==> config.mk <==
export PLATFORM = sky130hd
export DESIGN_NAME = lgs_rule
export DESIGN_NICKNAME = d
export VERILOG_FILES = /design/src/rtl/lgs_pkg.sv /design/src/rtl/lgs_rule.sv
export SDC_FILE = /design/constraint.sdc
export NUM_CORES = 1
export LEC_CHECK = 0
export ABC_AREA = 1
export BUFFER_PORTS_ARGS = -buffer_cell sky130_fd_sc_hd__buf_2
export CORE_ASPECT_RATIO = 0.8
export CORE_MARGIN = 2
export CORE_UTILIZATION = 34
export DETAILED_ROUTE_END_ITERATION = 10
export PLACE_DENSITY = 0.63
export RECOVER_POWER = 25
export SYNTH_ARGS = -nofsm -noshare
export SYNTH_HDL_FRONTEND = slang
export SYNTH_SLANG_ARGS = --single-unit
==> constraint.sdc <==
create_clock -name vclk -period 6.59
set_clock_uncertainty 0.2 [all_clocks]
set_input_delay 0.3295 -clock vclk [all_inputs]
set_output_delay 0.3295 -clock vclk [all_outputs]
set_load 0.01 [all_outputs]
==> src/rtl/lgs_pkg.sv <==
// ----------------------------------------------------------------------------
// Life grid package
// Shared sizes, types and operation codes for the life grid generation step.
// ----------------------------------------------------------------------------
`default_nettype none

package lgs_pkg;

  // Side of the square grid in cells; one memory row holds one grid row.
  localparam int GRID_SIDE = 64;

  // Fixed width of the col_x and row_y fields.
  localparam int CoordW = 6;

  // Row address and column index width.
  localparam int RowW = $clog2(GRID_SIDE);

  // Sweep counter width, wide enough to hold GRID_SIDE itself.
  localparam int CntW = $clog2(GRID_SIDE + 1);

  // Neighbor count width: up to eight live neighbors.
  localparam int SumW = $clog2(8 + 1);

  typedef logic [GRID_SIDE-1:0] row_t;
  typedef logic [RowW-1:0]      addr_t;
  typedef logic [CntW-1:0]      cnt_t;
  typedef logic [CoordW-1:0]    coord_t;
  typedef logic [SumW-1:0]      sum_t;

  localparam cnt_t SweepLast = cnt_t'(GRID_SIDE);

  // B3/S23: birth on three neighbors, survival on two or three.
  localparam sum_t BirthCount   = sum_t'(3);
  localparam sum_t SurviveCount = sum_t'(2);

  // Operation codes; the unused code behaves as a read.
  typedef enum logic [1:0] {
    FUNC_TOGGLE = 2'd0,
    FUNC_STEP   = 2'd1,
    FUNC_READ   = 2'd2
  } func_e;

endpackage

`default_nettype wire

==> src/rtl/lgs_rule.sv <==
// ----------------------------------------------------------------------------
// Life row evaluator
// Computes the next generation of one row from the old row above, the old
// row itself and the old row below, with dead cells beyond the edges.
// ----------------------------------------------------------------------------
`default_nettype none

module lgs_rule (
  input  wire lgs_pkg::row_t above_i,
  input  wire lgs_pkg::row_t cur_i,
  input  wire lgs_pkg::row_t below_i,
  output lgs_pkg::row_t      next_o
);

  // Rows padded with a dead cell on each side.
  logic [lgs_pkg::GRID_SIDE+1:0] pad_a;
  logic [lgs_pkg::GRID_SIDE+1:0] pad_c;
  logic [lgs_pkg::GRID_SIDE+1:0] pad_b;
  lgs_pkg::sum_t                 sum;

  assign pad_a = {1'b0, above_i, 1'b0};
  assign pad_c = {1'b0, cur_i, 1'b0};
  assign pad_b = {1'b0, below_i, 1'b0};

  always_comb begin
    next_o = '0;
    sum    = '0;
    for (int c = 0; c < lgs_pkg::GRID_SIDE; c++) begin
      sum = lgs_pkg::sum_t'(pad_a[c]) + lgs_pkg::sum_t'(pad_a[c+1])
          + lgs_pkg::sum_t'(pad_a[c+2]) + lgs_pkg::sum_t'(pad_c[c])
          + lgs_pkg::sum_t'(pad_c[c+2]) + lgs_pkg::sum_t'(pad_b[c])
          + lgs_pkg::sum_t'(pad_b[c+1]) + lgs_pkg::sum_t'(pad_b[c+2]);
      next_o[c] = (sum == lgs_pkg::BirthCount)
               || (pad_c[c+1] && (sum == lgs_pkg::SurviveCount));
    end
  end

endmodule

`default_nettype wire

Word level (Yosys, flattened, before mapping)
Index checks and enable logic that the tools add are counted.
{ "classes": {"addsub": 441, "multipliers": 0, "div": 0, "order_cmp": 0, "n_eq_ne": 128, "shift": 0, "n_mux": 0, "bitwise": 0, "n_reduce_logical": 128} }
{ "op_table": {"columns": ["operator", "count"], "rows": [
  ["adder 4 x 1 -> 4 bit", 252],
  ["== test 4 x 2 -> 1 bit (second input constant)", 128],
  ["adder 3 x 1 -> 4 bit", 63],
  ["adder 2 x 1 -> 3 bit", 63],
  ["adder 1 x 1 -> 2 bit", 63],
  ["logical AND 1 bit", 64],
  ["logical OR 1 bit", 64]
]} }
{ "totals": {"register_bits": 0, "latch_bits": 0, "ramBits": 0, "mem_bits_ro": 0, "input_bits": 192, "output_inout_bits": 64, "memories": 0} }

Depth between registers and ports, before layout
Gate-level depths: netlist (run 1).
{ "depth": {"ltp_word": 10, "depth_mapped": 11, "mapped_depth_nobuf": 11} }

Worst setup path after synthesis (run 1)
Ideal clock, no wire load.
{ "synth_timing": {"path_kind": "input-to-output", "start": "in above_i[16]", "end": "out next_o[17]", "arrival_ns": 2.807, "path_slack_ns": 3.253, "path_stages": 9, "path_buffers": 0, "path_cell_list": "inv_1 fa_1 fa_1 fa_1 inv_1 ha_1 fa_1 nand3_1 a21oi_1"} }
{ "synth_via": {"elab_chain_len": 10, "elab_cells_between_ends": 11, "classes_between": "add/sub: 7; eq/ne: 2; reduce/logical: 2"} }
{ "synth_rtl": {"columns": ["element", "line_no", "source"], "rows": [
  ["start: declaration", "lgs_rule.sv:9", "input wire lgs_pkg::row_t above_i,"],
  ["adder 1 x 1 -> 2 bit *", "lgs_rule.sv:29", "sum = lgs_pkg::sum_t'(pad_a[c]) + lgs_pkg::sum_t'(pad_a[c+1])"],
  ["adder 2 x 1 -> 3 bit *", "lgs_rule.sv:30", "+ lgs_pkg::sum_t'(pad_a[c+2]) + lgs_pkg::sum_t'(pad_c[c])"],
  ["adder 3 x 1 -> 4 bit *", "lgs_rule.sv:30", null],
  ["adder 4 x 1 -> 4 bit * (2 in a row)", "lgs_rule.sv:31", "+ lgs_pkg::sum_t'(pad_c[c+2]) + lgs_pkg::sum_t'(pad_b[c])"],
  ["adder 4 x 1 -> 4 bit * (2 in a row)", "lgs_rule.sv:32", "+ lgs_pkg::sum_t'(pad_b[c+1]) + lgs_pkg::sum_t'(pad_b[c+2]);"],
  ["== test 4 x 2 -> 1 bit", "lgs_rule.sv:34", "|| (pad_c[c+1] && (sum == lgs_pkg::SurviveCount));"],
  ["logical AND 1 bit", "lgs_rule.sv:34", null],
  ["logical OR 1 bit *", "lgs_rule.sv:34", null],
  ["end: declaration", "lgs_rule.sv:12", "output lgs_pkg::row_t next_o"]
]} }
Mark *: on every way between the ends. The rest lies on a longest branch, timed or not.

Worst setup path in the final report (run 1)
{ "layout_timing": {"start": "in cur_i[50]", "end": "out next_o[51]"} }
{ "layout_via": {"elab_chain_len": 8, "elab_cells_between_ends": 9, "classes_between": "add/sub: 5; eq/ne: 2; reduce/logical: 2"} }
{ "layout_rtl": {"columns": ["element", "line_no", "source"], "rows": [
  ["start: declaration", "lgs_rule.sv:10", "input wire lgs_pkg::row_t cur_i,"],
  ["adder 3 x 1 -> 4 bit *", "lgs_rule.sv:30", null],
  ["adder 4 x 1 -> 4 bit * (2 in a row)", "lgs_rule.sv:31", null],
  ["adder 4 x 1 -> 4 bit * (2 in a row)", "lgs_rule.sv:32", null],
  ["== test 4 x 2 -> 1 bit", "lgs_rule.sv:34", null],
  ["logical AND 1 bit", "lgs_rule.sv:34", null],
  ["logical OR 1 bit *", "lgs_rule.sv:34", null]
]} }
Marks and branches as above.

==> impl_metrics.json, run 1 <==
{
  "ir_drop_v": 0.0000733,
  "cp_num_buf_inv": 4,
  "io_pins": 256,
  "postPlaceCellArea_um2": 13200,
  "antenna_found_initial": 6,
  "yosys.area.top_type_share": 0.443,
  "drt_first_pass_iters": 4,
  "slowest_delay_ns": 0.51,
  "synthCells": 1443,
  "overflow": 0,
  "end_kind": "primary output",
  "routed_wl_um": 22900,
  "critPathLaunchType": "primary input",
  "yosysUniqueCellTypes": 10,
  "crit_chain": "buf_2 > inv_1 > fa_1 > fa_1 > fa_1 > inv_1 > ha_1 > fa_1 > nand3_1 > a21oi_1 > buf_2",
  "viasPerCell": 4.21,
  "fin_area_um2": 13200,
  "synth_largest_area_cell": "fa_1",
  "crit_arrival_ns": 3.26,
  "nClkBuffers": 0,
  "cp_max_fo": 3,
  "period_share": 0.575,
  "multiInputGateArea_um2": 9050,
  "final_max_slew_viol_count": 0,
  "finalSetupTns_ns": 0,
  "layout.area.seq_um2": 0,
  "die_w_um": 209,
  "dp_hpwl_um": 22400,
  "ys_seq_area_frac": 0,
  "period_needed_ns": 3.79,
  "syn_nets": 2075,
  "rsz0062_at_grt": "false",
  "num_vias": 8979,
  "power_density_nw_per_um2": 159,
  "fin_nets": 2333,
  "start_util": 0.348,
  "hold_class": "primary input to primary output",
  "grt_pass1_vias": 9515,
  "core-area_um2": 32800,
  "syn_area_um2": 11400,
  "track_usage": 0.136,
  "fp-row-count": 59,
  "hold_buffers": 0,
  "fillCellCount": 3446,
  "cp_top_family": "adder cells",
  "status": "completed",
  "synth_area_per_cell_um2": 7.90,
  "finalHoldViolations": 0,
  "required_ns": 6.06,
  "finalWorstSetupSlack_ns": 2.80,
  "power_mw": 2.10,
  "worst_path_most_repeated_cell": "fa_1",
  "yosys_warnings": 0,
  "fmax_mhz": 264,
  "drc": 0,
  "cts_resized": 0,
  "path_class": "primary input to primary output",
  "place_congestion": 0.824,
  "cts_setup_buffers": 0,
  "whs_ns": 0.869,
  "p_leak_nw": 8.11,
  "drv_cap": 0,
  "syn_to_final_growth_pct": 15.9,
  "setup_viol": 0,
  "wl_per_cell_um": 10.8,
  "drive_gt1_frac": 0.141,
  "layout_commonest_cell": "inv_1",
  "flops_and_latches": 0,
  "grt_max_degree": 4,
  "netlist_top_cells_area": "fa_1, ha_1, inv_1, nand2_1, nand3_1",
  "slowest_stage": "fa_1",
  "first_iter_violations": 281,
  "ant_nets": 0,
  "worstMarginPinSlew_ns": 0.279,
  "max-slew-margin-rel": 0.814,
  "portBuffers": 256,
  "place_ws_ns": 2.80,
  "design.die.area_um2": 35000,
  "mostFrequentLayoutCells": "inv_1, fa_1, buf_2",
  "grt_pass1_wl_um": 41300,
  "dieHeight_um": 168
}
-- kinds of logic (layout without fill, tap and decap cells) --
logic type	Yosys count	after routing	synth area share
buffers and inverters	625	881	0.206
and+or+nand+nor	314	314	0.117
AOI/OAI and AO/OA	64	64	0.0283
adders and majority gates	440	440	0.649
other	0	5	0
-- through the flow --
stage	cells	util
2_1_floorplan	1443	-
3_3_place_gp	2126	0.403
3_5_place_dp	2126	0.403
4_1_cts	2126	0.403
5_1_grt	2128	0.403
6_report	2131	0.403
-- worst min-delay path, cell delays in order --
cell and delay (ns):
buf_2 0.09, o21ai_0 0.07, nor2_1 0.09, clkbuf_1 0.16
-- where the power goes --
part	total, mW	switching, mW	internal (mW)
sequential	0	0	0
combinational	2.10	1.19	0.909
clock	0.000000101	0	0.000000101
-- synthesized netlist by cell type, drive strengths merged --
master  count
a21boi      1
a21oi      61
fa        252
ha        188
inv       625
nand2     185
nand3     122
nor2        6
o21ai       2
or2         1
-- path summary, 6_finish.rpt --
kind	startpoint	end	slack, ns	depth (start not counted)
setup / recovery	cur_i[50]	next_o[51]	2.80	11
hold / removal	cur_i[63]	next_o[63]	0.87	4
-- layout make-up --
| type | count | share of cell area |
|---|---|---|
| multi-input cells | 818 | 0.685 |
| inverters | 625 | 0.178 |
| repair buffers | 256 | 0.0955 |
| well taps | 427 | 0.0405 |
| diodes | 5 | 0.000947 |
-- layer usage --
metal  GRT usage  up-vias  wire length [um]
li1            -     4609                 -
met1       0.192     4189             11000
met2       0.235      169             10700
met3      0.0157       10              1090
met4     0.00559        2               119
met5           0        -                13
No activity file was read; power rests on OpenSTA's default activity.
==> inputs of run 2 (changes only) <==
==> constraint.sdc (replaced) <==
create_clock -name vclk -period 3.7
set_clock_uncertainty 0.2 [all_clocks]
set_input_delay 0.185 -clock vclk [all_inputs]
set_output_delay 0.185 -clock vclk [all_outputs]
set_load 0.01 [all_outputs]
==> run 2 against run 1 <==
Die area unchanged; non-clock buffer count is 1 higher; worst hold slack lost 0.29 ns; worst setup slack got worse by 2.6 ns; sequential share of layout area did not move; global-route usage barely moved; utilization is essentially flat; sequential cell count did not move; clock-buffer cell count is the same; routed wire length grew 0.32%; combinational power up 78%; critical path depth stayed put.
==> impl_metrics.json, run 2 (synthesis gave the netlist of run 1 again) <==
{
  "crit_chain": "buf_2 > inv_1 > fa_1 > fa_1 > fa_1 > inv_1 > ha_1 > fa_1 > nand3_1 > a21oi_1 > buf_2",
  "overflow": 0,
  "cts_setup_buffers": 0,
  "period_share": 0.936,
  "layout_commonest_cell": "inv_1",
  "power_mw": 3.74,
  "drive_gt1_frac": 0.142,
  "grt_pass1_wl_um": 41300,
  "start_util": 0.348,
  "wl_per_cell_um": 10.8,
  "flops_and_latches": 0,
  "hold_class": "primary input to primary output",
  "fp-row-count": 59,
  "setup_viol": 0,
  "seqPwrFrac": 0,
  "final_util": 0.403,
  "end_kind": "primary output",
  "min_to": "next_o[63]",
  "pwr-share-clk": 0,
  "cp_num_buf_inv": 4,
  "drc": 0,
  "power.internal_mw": 1.62,
  "place_congestion": 0.827,
  "worstMarginPinSlew_ns": 0.243,
  "viasPerCell": 4.20,
  "final_max_slew_viol_count": 0,
  "power_density_nw_per_um2": 283,
  "required_ns": 3.31,
  "cts_resized": 0,
  "critPathLaunchType": "primary input",
  "portBuffers": 256,
  "routed_wl_um": 23000,
  "fin_nets": 2334,
  "drv_cap": 0,
  "slowest_delay_ns": 0.56,
  "finalSetupTns_ns": 0,
  "design.die.area_um2": 35000,
  "path_class": "primary input to primary output",
  "hold_buffers": 0,
  "finalHoldViolations": 0,
  "crit_arrival_ns": 3.08,
  "grt_max_degree": 4,
  "period_needed_ns": 3.46,
  "hold_depth": 4,
  "swShare": 0.567,
  "fillCellCount": 3392,
  "die_w_um": 209,
  "worst_path_most_repeated_cell": "fa_1",
  "nClkBuffers": 0,
  "drt_first_pass_iters": 6,
  "mostFrequentLayoutCells": "inv_1, fa_1, buf_2",
  "cp_top_family": "adder cells",
  "max-slew-margin-rel": 0.838,
  "switchingPower_mw": 2.12,
  "antenna_found_initial": 5,
  "ant_nets": 0,
  "dieHeight_um": 168,
  "min_from": "cur_i[63]",
  "ir_drop_v": 0.000150,
  "io_pins": 256,
  "rsz0062_at_grt": "false",
  "p_comb_frac": 1.000,
  "status": "completed",
  "syn_to_final_growth_pct": 15.9,
  "layout.area.seq_um2": 0,
  "dp_hpwl_um": 22500,
  "grt_pass1_vias": 9598,
  "cp_max_fo": 2,
  "slowest_stage": "fa_1",
  "core-area_um2": 32800,
  "track_usage": 0.136,
  "first_iter_violations": 247,
  "num_vias": 8953,
  "p_leak_nw": 8.11,
  "fmax_mhz": 289
}
[run 2: changes by cell type in the layout (fill, tap and decap cells not counted), sizes merged]
cell,delta
buf,+1
[run 2: worst max-delay path by stage]
| stage | startpoint | to | cells after the start |
|---|---|---|---|
| floorplan | above_i[16] | next_o[17] | 9 |
| global placement | above_i[49] | next_o[50] | 11 |
| detailed placement | above_i[50] | next_o[51] | 11 |
| CTS | above_i[50] | next_o[51] | 11 |
| global route | above_i[41] | next_o[42] | 12 |
| finish | above_i[61] | next_o[62] | 11 |
[run 2: layer usage]
layer | vias to the layer above | global-route usage | wire length (um)
met4 | 2 | 0 | 2
li1 | 4611 | - | -
met3 | 2 | 0.0144 | 1080
met1 | 4184 | 0.191 | 11000
met2 | 154 | 0.240 | 10900
met5 | - | 0 | 13
[run 2: power groups by stage]
stage / clock network (mW) / registers (mW) / logic (mW)
after floorplan: 0 / 0 / 2.71
after global placement: 0 / 0 / 3.61
after detailed placement: 0 / 0 / 3.81
after CTS: 0 / 0 / 3.84
after global routing: 0 / 0 / 4.46
final: 0.000000181 / 0 / 3.74
[run 2: layout make-up]
type,count,area (um2),area share
diodes,5,12.5,0.000947
inverters,625,2350,0.178
multi-input cells,818,9050,0.685
well taps,427,534,0.0404
repair buffers,257,1270,0.0960
[run 2: through the flow]
stage	setup WS [ns]	area [um2]	cells	hold slack, ns
global route	0.130	13200	2127	0.610
detailed placement	0.256	13200	2127	0.542
floorplan	0.652	11400	1443	0.355
finish	0.236	13200	2132	0.574
CTS	0.256	13200	2127	0.540
global placement	0.300	13200	2127	0.532
==> inputs of run 3 (changes only) <==
--- a/config.mk
+++ b/config.mk
@@ -11,7 +11,7 @@
 export CORE_MARGIN = 2
 export CORE_UTILIZATION = 34
 export DETAILED_ROUTE_END_ITERATION = 10
-export PLACE_DENSITY = 0.63
+export PLACE_DENSITY_LB_ADDON = 0.2
 export RECOVER_POWER = 25
 export SYNTH_ARGS = -nofsm -noshare
 export SYNTH_HDL_FRONTEND = slang
==> constraint.sdc (replaced) <==
create_clock -name vclk -period 4.2
set_clock_uncertainty 0.2 [all_clocks]
set_input_delay 0.21 -clock vclk [all_inputs]
set_output_delay 0.21 -clock vclk [all_outputs]
set_load 0.01 [all_outputs]
==> run 3 against run 2 <==
Combinational power is 12% lower; via count is 1.7% lower; final area is 0.11% lower; worst hold slack better by 0.041 ns; global-route usage is 0.50 points higher; die area stayed put; critical path depth stayed put; routed wire length is 1.5% higher; critical path type unchanged; sequential cell count stayed put; worst setup slack better by 0.42 ns; clock-buffer cell count stayed put.
==> impl_metrics.json, run 3 (synthesis gave the netlist of run 1 again) <==
{
  "fin_area_um2": 13200,
  "drv_cap": 0,
  "antenna_found_initial": 2,
  "nClkBuffers": 0,
  "period_share": 0.844,
  "power_density_nw_per_um2": 248,
  "required_ns": 3.79,
  "cts_resized": 0,
  "crit_chain": "buf_2 > inv_1 > fa_1 > fa_1 > fa_1 > inv_1 > ha_1 > fa_1 > nand3_1 > a21oi_1 > buf_2",
  "wl_per_cell_um": 11.0,
  "die_w_um": 209,
  "finalWorstSetupSlack_ns": 0.656,
  "path_class": "primary input to primary output",
  "overflow": 0,
  "grt_max_degree": 4,
  "dp_hpwl_um": 23000,
  "place_congestion": 0.809,
  "flops_and_latches": 0,
  "ant_nets": 0,
  "grtUsageMet2": 0.245,
  "postPlaceCellArea_um2": 13200,
  "final_max_slew_viol_count": 0,
  "fp-row-count": 59,
  "fin_nets": 2333,
  "layout_commonest_cell": "inv_1",
  "ir_drop_v": 0.000113,
  "finalSetupTns_ns": 0,
  "syn_to_final_growth_pct": 15.8,
  "p_leak_nw": 8.11,
  "fillCellCount": 3448,
  "drt_first_pass_iters": 4,
  "grt.busiest_layer": "met2",
  "period_needed_ns": 3.54,
  "core-area_um2": 32800,
  "worstMarginPinSlew_ns": 0.258,
  "dieHeight_um": 168,
  "crit_arrival_ns": 3.13,
  "slowest_stage": "fa_1",
  "dp.cells": 2126,
  "track_usage": 0.141,
  "cts_setup_buffers": 0,
  "status": "completed",
  "place_ws_ns": 0.653,
  "slowest_delay_ns": 0.50,
  "worst_path_most_repeated_cell": "fa_1",
  "start_util": 0.348,
  "met3_usage": 0.00746,
  "num_vias": 8804,
  "drc": 0,
  "cp_max_fo": 3,
  "drive_gt1_frac": 0.141,
  "grt_util_met1": 0.203,
  "routed_wl_um": 23400,
  "mostFrequentLayoutCells": "inv_1, fa_1, buf_2",
  "design.die.area_um2": 35000,
  "hold_class": "primary input to primary output",
  "max-slew-margin-rel": 0.828,
  "viasPerCell": 4.14,
  "grt_pass1_vias": 9468,
  "fmax_mhz": 282,
  "setup_viol": 0,
  "io_pins": 256,
  "end_kind": "primary output",
  "cp_top_family": "adder cells",
  "layout.area.seq_um2": 0,
  "first_iter_violations": 282,
  "rsz0062_at_grt": "false",
  "finalHoldViolations": 0,
  "critPathLaunchType": "primary input",
  "hold_buffers": 0,
  "cp_num_buf_inv": 4,
  "portBuffers": 256,
  "grt_pass1_wl_um": 42200,
  "fin_cells": 2128
}
[run 3: cell count changes in the layout (fill, tap and decap cells not counted), sizes merged]
| cell | before | now |
|---|---|---|
| buf | 241 | 240 |
| diode | 5 | 2 |
[run 3: power by group]
group	leakage, nW	total, mW	switching [mW]	internal (mW)
sequential	0	0	0	0
combinational	8.11	3.28	1.86	1.42
clock	0.0000127	0.0000000638	0	0.0000000638
total	8.11	3.28	1.86	1.42
[run 3: layer usage]
metal,part of all wire,vias up
li1,-,4610
met2,0.46,162
met5,0.00030,-
met3,0.036,10
met1,0.49,4020
met4,0.0084,2
[run 3: through the flow]
step	power (mW)	hold WS [ns]	utilization
4_1_cts	3.37	0.582	0.403
5_1_grt	3.94	0.691	0.403
3_3_place_gp	3.25	0.582	0.403
6_report	3.28	0.615	0.403
3_5_place_dp	3.34	0.579	0.403
2_1_floorplan	2.39	0.405	-
[run 3: worst paths after layout]
| kind | startpoint | to | slack [ns] | cells after the start |
|---|---|---|---|---|
| worst max-delay path | cur_i[42] | next_o[43] | 0.66 | 11 |
| worst min-delay path | cur_i[63] | next_o[63] | 0.62 | 4 |
[run 3: cell type report]
cell class	count	area, um2	share of cell area
timing repair buffer	256	1260	0.0955
tap	427	534	0.0405
multi-input combinational	818	9050	0.686
antenna	2	5.00	0.000379
inverter	625	2350	0.178
[run 3: tightest hold or removal path: cells and delay by family]
family | cells | cell delay, ns
buffers and inverters | 2 | 0.25
AO/OA/AOI/OAI | 1 | 0.07
AND/OR/NAND/NOR | 1 | 0.08
